<file path="src/hw/rtl/ejg_pkg.sv">
// ----------------------------------------------------------------------------
// ejg_pkg: shared types, codes and arithmetic helpers
// Item and result layouts, queue entry, operation codes and Q16.16 helpers
// used by the element Jacobian geometry block.
// ----------------------------------------------------------------------------
package ejg_pkg;

	localparam int MAX_NODES_AXIS_DEF = 4;
	localparam int MAX_QUAD_AXIS_DEF  = 4;

	localparam int SLOT_W      = 6;
	localparam int NODE_SLOTS  = 1 << SLOT_W;
	localparam int BASIS_DEPTH = NODE_SLOTS * NODE_SLOTS;
	localparam int BASIS_AW    = 2 * SLOT_W;
	localparam int COUNT_W     = SLOT_W + 1;

	localparam int QUEUE_DEPTH = 2;

	localparam int DIV_NUM_W  = 48;
	localparam int DIV_BITS   = 4;
	localparam int DIV_CYCLES = DIV_NUM_W / DIV_BITS;

	localparam logic [1:0] MODE_BASIS = 2'd0;
	localparam logic [1:0] MODE_NODE  = 2'd1;
	localparam logic [1:0] MODE_POINT = 2'd2;

	localparam logic [1:0] CFG_DIMENSIONS = 2'd0;
	localparam logic [1:0] CFG_NODES_AXIS = 2'd1;
	localparam logic [1:0] CFG_QUAD_AXIS  = 2'd2;

	localparam logic [2:0] KIND_POS  = 3'd0;
	localparam logic [2:0] KIND_JAC0 = 3'd1;
	localparam logic [2:0] KIND_JAC1 = 3'd2;
	localparam logic [2:0] KIND_JAC2 = 3'd3;
	localparam logic [2:0] KIND_INV0 = 3'd4;
	localparam logic [2:0] KIND_INV1 = 3'd5;
	localparam logic [2:0] KIND_INV2 = 3'd6;
	localparam logic [2:0] KIND_DET  = 3'd7;

	localparam logic signed [63:0] SAT_HI = 64'sh0000_0000_7FFF_FFFF;
	localparam logic signed [63:0] SAT_LO = 64'shFFFF_FFFF_8000_0000;

	typedef enum logic [1:0] {
		OP_BASIS,
		OP_NODE,
		OP_POINT
	} op_t;

	typedef struct packed {
		logic [1:0]         mode;
		logic [5:0]         quad_index;
		logic [5:0]         node_index;
		logic signed [31:0] basis_weight;
		logic signed [31:0] grad_x_weight;
		logic signed [31:0] grad_y_weight;
		logic signed [31:0] grad_z_weight;
		logic signed [31:0] coord_x;
		logic signed [31:0] coord_y;
		logic signed [31:0] coord_z;
	} in_t;

	typedef struct packed {
		logic [5:0]         point_index;
		logic [2:0]         kind;
		logic signed [31:0] value_a;
		logic signed [31:0] value_b;
		logic signed [31:0] value_c;
		logic               singular;
		logic               last;
	} out_t;

	typedef struct packed {
		op_t op;
		in_t item;
	} cmd_t;

	// Q16.16 product, rounded towards minus infinity, kept unsaturated.
	function automatic logic signed [47:0] qmul(input logic signed [31:0] a,
			input logic signed [31:0] b);
		logic signed [63:0] p;
		p = 64'(a) * 64'(b);
		return p[63:16];
	endfunction

	function automatic logic signed [31:0] sat32(input logic signed [63:0] v);
		logic signed [31:0] r;
		if (v > SAT_HI) begin
			r = 32'sh7FFF_FFFF;
		end else if (v < SAT_LO) begin
			r = 32'sh8000_0000;
		end else begin
			r = v[31:0];
		end
		return r;
	endfunction

	// Nodes or points in the element: per-axis count clamped, raised to the
	// dimension, capped at the slot count.
	function automatic logic [COUNT_W-1:0] axis_count(input logic [2:0] per_axis,
			input int limit, input logic dim3);
		logic [3:0] a;
		logic [9:0] n;
		a = (per_axis == 3'd0) ? 4'd1 : {1'b0, per_axis};
		if (int'(a) > limit) a = 4'(limit);
		n = 10'(a) * 10'(a);
		if (dim3) n = 10'(n * 10'(a));
		if (n > 10'(NODE_SLOTS)) n = 10'(NODE_SLOTS);
		return COUNT_W'(n);
	endfunction

endpackage

</file>
<file path="src/hw/rtl/ejg_fifo.sv">
// ----------------------------------------------------------------------------
// ejg_fifo: command queue
// Short queue that decouples item acceptance from execution.
// ----------------------------------------------------------------------------
module ejg_fifo (
	input  logic           clk,
	input  logic           arst_n,
	input  logic           push,
	input  ejg_pkg::cmd_t  cmd_in,
	output logic           full,
	input  logic           pop,
	output logic           empty,
	output ejg_pkg::cmd_t  cmd_out
);

	localparam int DEPTH = ejg_pkg::QUEUE_DEPTH;
	localparam int PW    = $clog2(DEPTH);

	ejg_pkg::cmd_t   mem_q [DEPTH];
	logic [PW-1:0]   wr_ptr_q;
	logic [PW-1:0]   rd_ptr_q;
	logic [PW:0]     count_q;

	assign full    = (count_q == (PW+1)'(DEPTH));
	assign empty   = (count_q == '0);
	assign cmd_out = mem_q[rd_ptr_q];

	always_ff @(posedge clk or negedge arst_n) begin
		if (!arst_n) begin
			wr_ptr_q <= '0;
			rd_ptr_q <= '0;
			count_q  <= '0;
		end else begin
			if (push) wr_ptr_q <= (wr_ptr_q == PW'(DEPTH - 1)) ? '0 : wr_ptr_q + 1'b1;
			if (pop)  rd_ptr_q <= (rd_ptr_q == PW'(DEPTH - 1)) ? '0 : rd_ptr_q + 1'b1;
			if (push && !pop) begin
				count_q <= count_q + 1'b1;
			end else if (pop && !push) begin
				count_q <= count_q - 1'b1;
			end
		end
	end

	always_ff @(posedge clk) begin
		if (push) mem_q[wr_ptr_q] <= cmd_in;
	end

endmodule

</file>
<file path="config.mk">
export PLATFORM = sky130hd
export DESIGN_NAME = ejg_fifo
export DESIGN_NICKNAME = d
export VERILOG_FILES = /design/src/hw/rtl/ejg_pkg.sv /design/src/hw/rtl/ejg_fifo.sv
export SDC_FILE = /design/constraint.sdc
export NUM_CORES = 1
export LEC_CHECK = 0
export ABC_AREA = 1
export BUFFER_PORTS_ARGS = -buffer_cell sky130_fd_sc_hd__buf_2
export CORE_ASPECT_RATIO = 1.2
export CORE_MARGIN = 8
export CORE_UTILIZATION = 53
export DETAILED_ROUTE_END_ITERATION = 10
export PLACE_DENSITY = 0.8
export SYNTH_ARGS = -nofsm -noshare
export SYNTH_HDL_FRONTEND = slang
export SYNTH_SLANG_ARGS = --single-unit
</file>
<file path="constraint.sdc">
create_clock -name clk -period 14.9 [get_ports clk]
set_input_delay 0.745 -clock clk [delete_from_list [all_inputs] [get_ports clk]]
set_output_delay 0.745 -clock clk [all_outputs]
set_load 0.02 [all_outputs]
</file>
==> flow_summary.rst <==
.. list-table::
   :header-rows: 1

   * - Metric
     - Value
   * - Slowest Stage Delay on Critical Path
     - 880 ps
   * - Clock tree sinks
     - 484
   * - Post-Route WL
     - 41140 µm
   * - # resized after CTS
     - 0
   * - Number of placement rows
     - 74
   * - Post-synthesis cell count
     - 772
   * - Library cell used as clock root buffer
     - sky130_fd_sc_hd__clkbuf_16
   * - Total global routing track utilization
     - 19.27%
   * - Average vias per placed instance
     - 5.076
   * - Clk Latency, worst-skew pair
     - 550 ps
   * - Antenna violations before repair
     - 20
   * - H-tree depth reported by CTS
     - 2
   * - Seq. cell area
     - 14520 µm²
   * - Data arrival time of the worst path
     - 3680 ps
   * - Multi-input logic area
     - 3503 µm²
   * - Post-CTS repair timing setup buffer count
     - 0
   * - Number of synthesized register bits
     - 484
   * - VDD IR max
     - 0.1523 mV
   * - Die outline area
     - 40780 µm²
   * - Min-delay worst type
     - input pin to register
   * - Number of placed cells counting well taps
     - 1696
   * - Maximum capacitance violations
     - 0
   * - Clock edge transition at the registers on the reported setup and hold paths
     - 60 ps
   * - Critical path launch point type
     - register
   * - Congestion Overflow GR
     - 0
   * - Clock skew
     - 13.72 ps
   * - Final nets
     - 1533
   * - Period minus WS final
     - 4428 ps
   * - Fmax achieved
     - 0.2258 GHz
   * - Yosys top cell area share
     - 78.71%
   * - Count of final max-slew check failures
     - 0
   * - Final worst-path cycle share
     - 29.72%
   * - Detailed-route DRC error count
     - 0
   * - Hold Vio Cnt, Final
     - 0
   * - Pin count of the biggest net entering global routing
     - 111
   * - Layout cells sized above 1
     - 60.73%
   * - Top Family by Delay on Critical Path
     - buffers and inverters
   * - TritonCTS Buffers
     - 45
   * - Ordered list of cells on the worst path
     - buf_4 > buf_4 > mux2_2 > buf_2
   * - Count of final setup violators
     - 0
   * - First-pass GRT wire length
     - 58310 µm
   * - Critical-path maximum fanout
     - 72
   * - Unrepaired setup endpoints after global routing
     - no
   * - Status
     - finished clean
   * - Critical path class
     - register to primary output
   * - DR WL/cell
     - 22.97 µm
   * - Average cell area after synthesis
     - 23.72 µm²
   * - Synth area leader
     - sky130_fd_sc_hd__edfxtp_1
   * - Final Total Pwr
     - 4662 µW
   * - Slowest-stage cell, CP
     - sky130_fd_sc_hd__buf_4
   * - Synth-to-layout area growth
     - 24.02%
   * - Post-synthesis instance area
     - 18310 µm²
   * - Port buffer count
     - 485
   * - Starting Density
     - 53.75%
   * - Type of destination of the critical path
     - primary output
   * - Final-layout fill cell count
     - 2294
   * - Cell repeated most along the worst path
     - sky130_fd_sc_hd__buf_4
   * - Non-filler instance count after layout
     - 1791
   * - Number of distinct library cells after synthesis
     - 15
   * - Global placement routability congestion
     - 0.8037
   * - Power density cells
     - 205.3 nW/µm²
   * - Via count of the first global-routing pass
     - 9901
   * - Half-perimeter wire length after placement
     - 29240 µm
   * - IO Count
     - 486
   * - Setup TNS
     - 0 ps
   * - End-of-flow core utilization
     - 66.65%
   * - Worst slew pin tran
     - 1108 ps
   * - Leakage
     - 0.009106 µW
   * - Worst endpoint required time
     - 14160 ps
   * - Biggest area contributors in the synthesized netlist
     - sky130_fd_sc_hd__edfxtp_1, sky130_fd_sc_hd__mux2_4, sky130_fd_sc_hd__mux2_2, sky130_fd_sc_hd__buf_6, sky130_fd_sc_hd__dfrtp_1
   * - Clock tree from TritonCTS
     - built
   * - Die Width
     - 185.7 µm
   * - Proportion of synthesized chip area in sequential cells
     - 79.26%
   * - Tightest hold margin
     - 377.4 ps
   * - Antenna Nets Post-Route
     - 0
   * - Die Ht
     - 219.6 µm
   * - Via total after detailed routing
     - 9092
   * - Yosys Warn Count
     - 0
   * - Clock tree buffer depth
     - 3
   * - Slew HR
     - 26.10%
   * - Area of the core region
     - 34070 µm²
   * - Post-Syn Nets
     - 1017
   * - DRC violation total after the first TritonRoute iteration
     - 470
   * - Crit path buffers/inverters
     - 3
   * - Number of detailed-routing iterations run before antenna repair
     - 5
## worst reg2reg max path, cell delays in order, from the launching register on
cell and delay [ps]:
sky130_fd_sc_hd__dfrtp_1 420, sky130_fd_sc_hd__nor2_4 120, sky130_fd_sc_hd__buf_4 640, sky130_fd_sc_hd__buf_4 860
## routing by layer
layer / part of all wire (%) / global-route usage, % / up-vias
li1: - / - / 4120
met1: 32 / 18.50 / 4434
met2: 53 / 34.88 / 419
met3: 11 / 8.090 / 101
met4: 4.0 / 9.300 / 18
met5: 0.27 / 0 / -
## layout by cell type (no fill, tap or decap), drive strengths merged, types with 2 or more instances in the layout
| master | Yosys | routed |
|---|---|---|
| edfxtp | 480 | 480 |
| inv | 7 | 9 |
| xor2 | 2 | 2 |
| clkbuf | 0 | 53 |
| bufinv | 0 | 8 |
| mux2 | 240 | 240 |
| diode | 0 | 11 |
| buf | 27 | 495 |
| nand2 | 5 | 5 |
| dfrtp | 4 | 4 |
| clkinv | 0 | 19 |
| nor2 | 3 | 3 |
## stage by stage
stage | area (µm²) | setup WS [ps]
3_5_place_dp | 21130 | 11050
6_report | 22710 | 10470
3_3_place_gp | 21130 | 11060
2_1_floorplan | 18310 | 3237
4_1_cts | 22680 | 10450
5_1_grt | 22710 | 10300
## sequential cells by signal (all words and copies together), names as in the netlist
name	cells
mem_q	480
count_q	2
wr_ptr_q	1
rd_ptr_q	1
## report_power, final
group | total (µW) | switching (µW) | internal [µW]
registers | 1890 | 83.6 | 1810
logic | 1580 | 920 | 662
clock network | 1190 | 472 | 714
## area by class of cell
| cell class | instances | share of cell area (%) |
|---|---|---|
| antenna | 11 | 0.1212 |
| tap | 456 | 2.512 |
| timing repair buffer | 496 | 11.06 |
| multi-input combinational | 254 | 15.43 |
| clock buffer | 53 | 5.278 |
| sequential | 484 | 63.93 |
| inverter | 7 | 0.1488 |
| clock inverter | 30 | 1.526 |
## synth_stat cells
| cell type | n |
|---|---|
| sky130_fd_sc_hd__xnor2_1 | 1 |
| sky130_fd_sc_hd__ha_1 | 1 |
| sky130_fd_sc_hd__xor2_1 | 2 |
| sky130_fd_sc_hd__mux2_4 | 190 |
| sky130_fd_sc_hd__inv_1 | 7 |
| sky130_fd_sc_hd__buf_2 | 5 |
| sky130_fd_sc_hd__nand3_1 | 1 |
| sky130_fd_sc_hd__nand2_1 | 5 |
| sky130_fd_sc_hd__edfxtp_1 | 480 |
| sky130_fd_sc_hd__dfrtp_1 | 4 |
| sky130_fd_sc_hd__mux2_2 | 50 |
| sky130_fd_sc_hd__buf_8 | 1 |
| sky130_fd_sc_hd__nor2_1 | 3 |
| sky130_fd_sc_hd__nand4_1 | 1 |
| sky130_fd_sc_hd__buf_6 | 21 |
## worst paths after layout
check	start	end	slack, ps	cells past startpoint
worst max-delay path	rd_ptr_q	cmd_out[0]	10470	4
worst min-delay path	cmd_in[114]	mem_q[0][114]	380	1
worst max register to register	wr_ptr_q	mem_q[0][182]	12370	3
worst min register to register	wr_ptr_q	wr_ptr_q	540	1
max in group asynchronous	arst_n	rd_ptr_q	14170	2
min in group asynchronous	arst_n	rd_ptr_q	560	2
## cells by family after synthesis
kind of cell | count (synthesis) | share of synthesized area (%)
xor+xnor | 3 | 0.1435
fa+ha+maj | 1 | 0.06831
buf+inv | 34 | 1.653
flops | 484 | 79.26
mux | 240 | 18.65
simple gates | 10 | 0.2255
## repair_timing
| item | in CTS | in global routing |
|---|---|---|
| hold buffers | 1 | 0 |
| setup endpoints to repair | 0 | 0 |
| endpoints found under the hold margin | 4 | 0 |
(Power assumes the default switching activity.)
