--- config.mk ---
export PLATFORM = sky130hd
export DESIGN_NAME = ejg_front
export DESIGN_NICKNAME = d
export VERILOG_FILES = /design/src/hw/rtl/ejg_pkg.sv /design/src/hw/rtl/ejg_front.sv
export SDC_FILE = /design/constraint.sdc
export NUM_CORES = 1
export LEC_CHECK = 0
export BUFFER_PORTS_ARGS = -buffer_cell sky130_fd_sc_hd__buf_2
export CORE_AREA = 4 4 184 186
export DETAILED_ROUTE_END_ITERATION = 8
export DIE_AREA = 0 0 188 190
export GPL_TIMING_DRIVEN = 1
export PLACE_DENSITY = 0.3
export REMOVE_ABC_BUFFERS = 1
export SETUP_SLACK_MARGIN = 0.1
export SYNTH_ARGS = -nofsm -noshare
export SYNTH_HDL_FRONTEND = slang
export SYNTH_SLANG_ARGS = --single-unit
--- constraint.sdc ---
create_clock -name vclk -period 6.8
set_input_delay 1.02 -clock vclk [all_inputs]
set_output_delay 1.02 -clock vclk [all_outputs]
set_load 0.05 [all_outputs]
--- src/hw/rtl/ejg_pkg.sv ---
// ----------------------------------------------------------------------------
// ejg_pkg: shared types, codes and arithmetic helpers
// Item and result layouts, queue entry, operation codes and Q16.16 helpers
// used by the element Jacobian geometry block.
// ----------------------------------------------------------------------------
package ejg_pkg;

	localparam int MAX_NODES_AXIS_DEF = 4;
	localparam int MAX_QUAD_AXIS_DEF  = 4;

	localparam int SLOT_W      = 6;
	localparam int NODE_SLOTS  = 1 << SLOT_W;
	localparam int BASIS_DEPTH = NODE_SLOTS * NODE_SLOTS;
	localparam int BASIS_AW    = 2 * SLOT_W;
	localparam int COUNT_W     = SLOT_W + 1;

	localparam int QUEUE_DEPTH = 2;

	localparam int DIV_NUM_W  = 48;
	localparam int DIV_BITS   = 4;
	localparam int DIV_CYCLES = DIV_NUM_W / DIV_BITS;

	localparam logic [1:0] MODE_BASIS = 2'd0;
	localparam logic [1:0] MODE_NODE  = 2'd1;
	localparam logic [1:0] MODE_POINT = 2'd2;

	localparam logic [1:0] CFG_DIMENSIONS = 2'd0;
	localparam logic [1:0] CFG_NODES_AXIS = 2'd1;
	localparam logic [1:0] CFG_QUAD_AXIS  = 2'd2;

	localparam logic [2:0] KIND_POS  = 3'd0;
	localparam logic [2:0] KIND_JAC0 = 3'd1;
	localparam logic [2:0] KIND_JAC1 = 3'd2;
	localparam logic [2:0] KIND_JAC2 = 3'd3;
	localparam logic [2:0] KIND_INV0 = 3'd4;
	localparam logic [2:0] KIND_INV1 = 3'd5;
	localparam logic [2:0] KIND_INV2 = 3'd6;
	localparam logic [2:0] KIND_DET  = 3'd7;

	localparam logic signed [63:0] SAT_HI = 64'sh0000_0000_7FFF_FFFF;
	localparam logic signed [63:0] SAT_LO = 64'shFFFF_FFFF_8000_0000;

	typedef enum logic [1:0] {
		OP_BASIS,
		OP_NODE,
		OP_POINT
	} op_t;

	typedef struct packed {
		logic [1:0]         mode;
		logic [5:0]         quad_index;
		logic [5:0]         node_index;
		logic signed [31:0] basis_weight;
		logic signed [31:0] grad_x_weight;
		logic signed [31:0] grad_y_weight;
		logic signed [31:0] grad_z_weight;
		logic signed [31:0] coord_x;
		logic signed [31:0] coord_y;
		logic signed [31:0] coord_z;
	} in_t;

	typedef struct packed {
		logic [5:0]         point_index;
		logic [2:0]         kind;
		logic signed [31:0] value_a;
		logic signed [31:0] value_b;
		logic signed [31:0] value_c;
		logic               singular;
		logic               last;
	} out_t;

	typedef struct packed {
		op_t op;
		in_t item;
	} cmd_t;

	// Q16.16 product, rounded towards minus infinity, kept unsaturated.
	function automatic logic signed [47:0] qmul(input logic signed [31:0] a,
			input logic signed [31:0] b);
		logic signed [63:0] p;
		p = 64'(a) * 64'(b);
		return p[63:16];
	endfunction

	function automatic logic signed [31:0] sat32(input logic signed [63:0] v);
		logic signed [31:0] r;
		if (v > SAT_HI) begin
			r = 32'sh7FFF_FFFF;
		end else if (v < SAT_LO) begin
			r = 32'sh8000_0000;
		end else begin
			r = v[31:0];
		end
		return r;
	endfunction

	// Nodes or points in the element: per-axis count clamped, raised to the
	// dimension, capped at the slot count.
	function automatic logic [COUNT_W-1:0] axis_count(input logic [2:0] per_axis,
			input int limit, input logic dim3);
		logic [3:0] a;
		logic [9:0] n;
		a = (per_axis == 3'd0) ? 4'd1 : {1'b0, per_axis};
		if (int'(a) > limit) a = 4'(limit);
		n = 10'(a) * 10'(a);
		if (dim3) n = 10'(n * 10'(a));
		if (n > 10'(NODE_SLOTS)) n = 10'(NODE_SLOTS);
		return COUNT_W'(n);
	endfunction

endpackage

--- src/hw/rtl/ejg_front.sv ---
// ----------------------------------------------------------------------------
// ejg_front: item acceptance and classification
// Turns accepted items into queue commands and drops those with no effect.
// ----------------------------------------------------------------------------
module ejg_front #(
	parameter int MAX_QUAD_AXIS = ejg_pkg::MAX_QUAD_AXIS_DEF
) (
	input  logic          start,
	input  ejg_pkg::in_t  item,
	input  logic          queue_full,
	input  logic          dim3,
	input  logic [2:0]    quad_per_axis,
	output logic          busy,
	output logic          push,
	output ejg_pkg::cmd_t cmd
);

	logic [ejg_pkg::COUNT_W-1:0] point_count;
	logic                        keep;

	assign point_count = ejg_pkg::axis_count(quad_per_axis, MAX_QUAD_AXIS, dim3);
	assign busy        = queue_full;

	// Points outside the element and the unused mode are taken and dropped.
	always_comb begin
		keep     = 1'b0;
		cmd.item = item;
		cmd.op   = ejg_pkg::OP_BASIS;
		case (item.mode)
			ejg_pkg::MODE_BASIS: begin
				keep   = 1'b1;
				cmd.op = ejg_pkg::OP_BASIS;
			end
			ejg_pkg::MODE_NODE: begin
				keep   = 1'b1;
				cmd.op = ejg_pkg::OP_NODE;
			end
			ejg_pkg::MODE_POINT: begin
				keep   = ({1'b0, item.quad_index} < point_count);
				cmd.op = ejg_pkg::OP_POINT;
			end
			default: keep = 1'b0;
		endcase
	end

	assign push = start && !queue_full && keep;

endmodule

==> metrics.md, run 1 <==
| Metric | Value |
|---|---|
| Vias | 1262 |
| M1 GR Usage | 5.18% |
| # DRC | 0 |
| Setup crit end kind | primary output |
| Post CTS Setup Buffer Count | 0 |
| All-Layer GR Usage | 31.9% |
| Leak | 0.265 nW |
| Fin area | 0.00103 mm^2 |
| # hold bufs at CTS | 0 |
| Starting Density | 6.61% |
| Arrival @ worst endpoint | 3420 ps |
| Overflow after GRT | 0 |
| Via density | 2.48 |
| Tcrit/Tclk final | 65.4% |
| GR peak layer | met2 |
| Data required, critical path | 5780 ps |
| Hold path depth | 0 |
| Crit. Startpoint | quad_per_axis[2] |
| Die X-Extent | 188 um |
| Pin count of the biggest net entering global routing | 8 |
| Final hold violations | 0 |
| Die H | 190 um |
| Gp weighted congestion | 1.38 |
| Unrepaired setup endpoints after global routing | false |
| PwrDens | 45.1 mW/mm^2 |
| Post-cts repair resize count | 0 |
| Hold crit path type | in -> out |
| Remaining antenna violation count after routing | 0 |
| Final worst path period need | 4440 ps |
| Fmax | 0.225 GHz |
| Post-Syn Area | 0.00213 mm^2 |
| Routed WL | 59.8 mm |
| Status | finished clean |
| Commonest non-fill, non-tap cells in the layout | 26 x buf_2, 8 x ha_1, 4 x nand2_1, 4 x conb_1, 3 x nor2b_1 |
| Sum Neg Setup Slack | 0 ps |
| Vias in the first global route | 898 |
| Syn Inst Count | 277 |
| Met3 usage | 50.1% |
| Detail Placement HPWL | 59.3 mm |
| Sequential area share after synthesis | 0% |
| Syn_area_per_cell | 7.71 um^2 |
| Routed length per instance | 118 um |
| Core outline area | 0.0323 mm^2 |
| Final Slew Violations | 0 |
| Max cap viols | 0 |
| First DRT Iteration DRCs | 128 |
| 1st-pass router iterations | 4 |
| Commonest non-fill, non-tap cell in the layout | buf_2 |
| Register Area | 0 um^2 |
| Num rows | 66 |
| Layout cells sized above 1 | 50.8% |
| Hold Path Origin | item[123] |
| Final setup vio count | 0 |
| Initial antenna violation count | 4 |
| Number of I/O pins | 486 |
| Die area | 0.0357 mm^2 |
| Startpoint Class | input port |
| First-pass GRT wire length | 62.2 mm |
| Post-layout net count | 321 |
| Layout area overhead | -51.8% |
| Synth cell types | 22 |
| Worst setup path class | in -> out |
| Port bufs | 26 |
| Critical path fanouts, max | 5 |
| Max VDD drop | 0.0222 mV |
| Sequential cells | 0 |
| Met2 GRT Util | 65.2% |
| Ys Warns | 0 |
| Clk_buf instances | 0 |
| Placed cell area | 0.00103 mm^2 |
==> cells by family after synthesis <==
group	after synthesis	share of synthesized area, %
xor+xnor	1	0.410
simple gates	13	3.46
compound gates	7	3.63
fa+ha+maj	10	6.57
other cells	2	0.352
buf+inv	242	84.6
mux	2	0.938
==> cell usage after synthesis <==
| cell type | instances | share of area [%] |
|---|---|---|
| nand4_1 | 1 | 0.29 |
| nor2_1 | 1 | 0.18 |
| a211oi_2 | 1 | 0.59 |
| buf_2 | 1 | 0.23 |
| fa_1 | 2 | 1.9 |
| nor2b_1 | 3 | 0.88 |
| nand2_1 | 4 | 0.70 |
| o311ai_4 | 1 | 1.2 |
| nand3_1 | 1 | 0.23 |
| and3b_2 | 1 | 0.47 |
| nand3b_1 | 1 | 0.35 |
| a21boi_2 | 1 | 0.53 |
| conb_1 | 2 | 0.35 |
| inv_1 | 1 | 0.18 |
| a21oi_2 | 2 | 0.82 |
| inv_2 | 1 | 0.18 |
| xnor2_1 | 1 | 0.41 |
| buf_4 | 239 | 84 |
| mux2i_1 | 2 | 0.94 |
| ha_1 | 8 | 4.7 |
| nor3b_1 | 1 | 0.35 |
| a21oi_1 | 2 | 0.47 |
==> area by class of cell <==
| cell class | count | area, um^2 |
|---|---|---|
| fill | 3861 | 31300 |
| inverter | 2 | 7.51 |
| timing repair buffer | 26 | 130 |
| tap | 442 | 553 |
| multi-input combinational | 37 | 335 |
| antenna | 1 | 2.50 |
==> worst paths after layout <==
check	to	slack, ps
worst max-delay path	push	2360
worst min-delay path	cmd[123]	2040
==> through the flow <==
stage | utilization (%) | cells | worst slack, ps | hold WS [ps] | power (mW)
floorplan | - | 39 | 2360 | 2040 | 0.0206
global placement | 3.18 | 507 | 2330 | 2050 | 0.0479
detailed placement | 3.18 | 507 | 2340 | 2050 | 0.0472
CTS | 3.18 | 507 | 2340 | 2050 | 0.0473
global route | 3.18 | 507 | 2170 | 2040 | 0.0517
finish | 3.19 | 508 | 2360 | 2040 | 0.0464
==> layer usage <==
metal  up-vias  share of wire, %
met1       435               6.7
met4         2               5.3
met3        72                32
met2       566                56
li1        187                 -
met5         -              0.12
==> critical path, stage by stage <==
cell,delay (ps)
buf_2,140
and3b_2,270
inv_2,50
fa_1,420
inv_1,90
fa_1,390
mux2i_1,160
ha_1,260
nand3_1,70
nand2_1,60
a211oi_2,200
buf_2,290
==> power by group <==
group / internal (mW) / total [mW] / switching, mW
Clock: 0.00000000349 / 0.00000000350 / 0
Sequential: 0 / 0 / 0
Combinational: 0.0150 / 0.0464 / 0.0314
Note: power is estimated with default switching activity, not from simulation.
==> run 2, diff against run 1 <==
CORE_AREA = 4 4 186 188   (was 4 4 184 186)
DIE_AREA = 0 0 190 192   (was 0 0 188 190)
clock period = 4.1 ns   (was 6.8 ns; I/O delays follow)
==> run 2 against run 1 <==
Effect of this change:
- final area grew 0.49%
- first-iteration DRC count up 6.3%
- die area is 2.1% higher
- worst setup slack lost 1900 ps
- power grew 66%
- global-route usage down 0.65 points
- critical path depth unchanged
- non-clock buffer count unchanged
- via count up 0.87%
- final cell count up 0.98%
- combinational power up 66%
- flip-flop and latch count stayed put
==> metrics.md, run 2 (synthesized netlist as in run 1, its figures left out) <==
| Metric | Value |
|---|---|
| 1st-pass router iterations | 4 |
| Sum Neg Setup Slack | 0 ps |
| Startpoint Class | input port |
| Hold path depth | 0 |
| First-pass GRT wire length | 61.8 mm |
| Leak | 0.265 nW |
| Data required, critical path | 3480 ps |
| # hold bufs at CTS | 0 |
| Max cap viols | 0 |
| Final Slew Violations | 0 |
| Worst hold slack | 1230 ps |
| Number of I/O pins | 486 |
| Post-layout net count | 321 |
| Critical path fanouts, max | 5 |
| Post CTS Setup Buffer Count | 0 |
| Remaining antenna violation count after routing | 0 |
| Die area | 0.0365 mm^2 |
| Sum of buffers and inverters on the critical path | 4 |
| Commonest non-fill, non-tap cell in the layout | buf_2 |
| Die X-Extent | 190 um |
| PwrDens | 74.5 mW/mm^2 |
| Via density | 2.48 |
| Gp weighted congestion | 1.33 |
| Register Area | 0 um^2 |
| Critical path, cell by cell | buf_2, and3b_2, inv_2, fa_1, inv_1, fa_1, mux2i_1, ha_1, nand3_1, nand2_1, a211oi_2, buf_2 |
| Layout cells sized above 1 | 50.8% |
| Commonest non-fill, non-tap cells in the layout | 26 x buf_2, 8 x ha_1, 4 x nand2_1, 4 x conb_1, 3 x nor2b_1 |
| Multi-input gate area | 335 um^2 |
| Layout area overhead | -51.6% |
| Fin util | 3.12% |
| Worst setup path class | in -> out |
| # diodes | 0 |
| Clk_buf instances | 0 |
| Final hold violations | 0 |
| Setup crit end kind | primary output |
| All-Layer GR Usage | 31.3% |
| Max VDD drop | 0.0497 mV |
| Crit-path leading delay family | adder cells |
| Final worst path period need | 3660 ps |
| Core outline area | 0.0331 mm^2 |
| Detail Placement HPWL | 59.2 mm |
| Die H | 192 um |
| Final setup vio count | 0 |
| Num rows | 67 |
| Routed WL | 59.8 mm |
| Largest incremental delay on the critical path | 430 ps |
| Starting Density | 6.45% |
| Hold crit path type | in -> out |
| Unrepaired setup endpoints after global routing | false |
| Overflow after GRT | 0 |
| Slowest CP cell | fa_1 |
| Vias | 1273 |
| Sequential cells | 0 |
| Arrival @ worst endpoint | 3050 ps |
| Port bufs | 26 |
| Pin count of the biggest net entering global routing | 8 |
| First DRT Iteration DRCs | 136 |
| # DRC | 0 |
| Status | finished clean |
| Routed length per instance | 117 um |
| FILL cells | 3957 |
| Tcrit/Tclk final | 89.4% |
| Cell count along the critical path | 12 |
| Post-cts repair resize count | 0 |
| Initial antenna violation count | 2 |
| Fmax | 0.273 GHz |
| Vias in the first global route | 916 |
run 2: changes by cell type in the layout (fill, tap and decap cells not counted), sizes merged:
cell   delta
diode     -1
run 2: layout make-up:
type / instances / share of cell area (%)
timing repair buffer: 26 / 12.6
tap: 448 / 54.2
inverter: 2 / 0.726
multi-input combinational: 37 / 32.4
run 2: metrics by stage:
step	setup WS (ps)	area, um^2	cells	total power [mW]
6_report	437	1030	513	0.0770
3_5_place_dp	392	1030	513	0.0791
3_3_place_gp	434	1030	513	0.0791
4_1_cts	388	1030	513	0.0793
5_1_grt	246	1030	513	0.0855
2_1_floorplan	469	343	39	0.0341
run 2: layer usage:
layer / wire (um) / GRT usage, % / vias to the layer above / part of all wire [%]
met3: 19800 / 50.2 / 74 / 33
li1: - / - / 185 / -
met2: 32500 / 60.9 / 596 / 54
met1: 3150 / 4.18 / 414 / 5.3
met5: 100 / 3.85 / - / 0.17
met4: 4230 / 16.9 / 4 / 7.1
run 2: where the power goes:
part	internal [mW]	total (mW)	switching, mW	leakage (nW)
logic	0.0249	0.0770	0.0521	0.265
registers	0	0	0	0
clock network	0	0	0	0
total	0.0249	0.0770	0.0521	0.265
run 2: final timing paths:
path | startpoint | to | slack, ps
setup / recovery | quad_per_axis[2] | push | 440
hold / removal | item[100] | cmd[100] | 1230
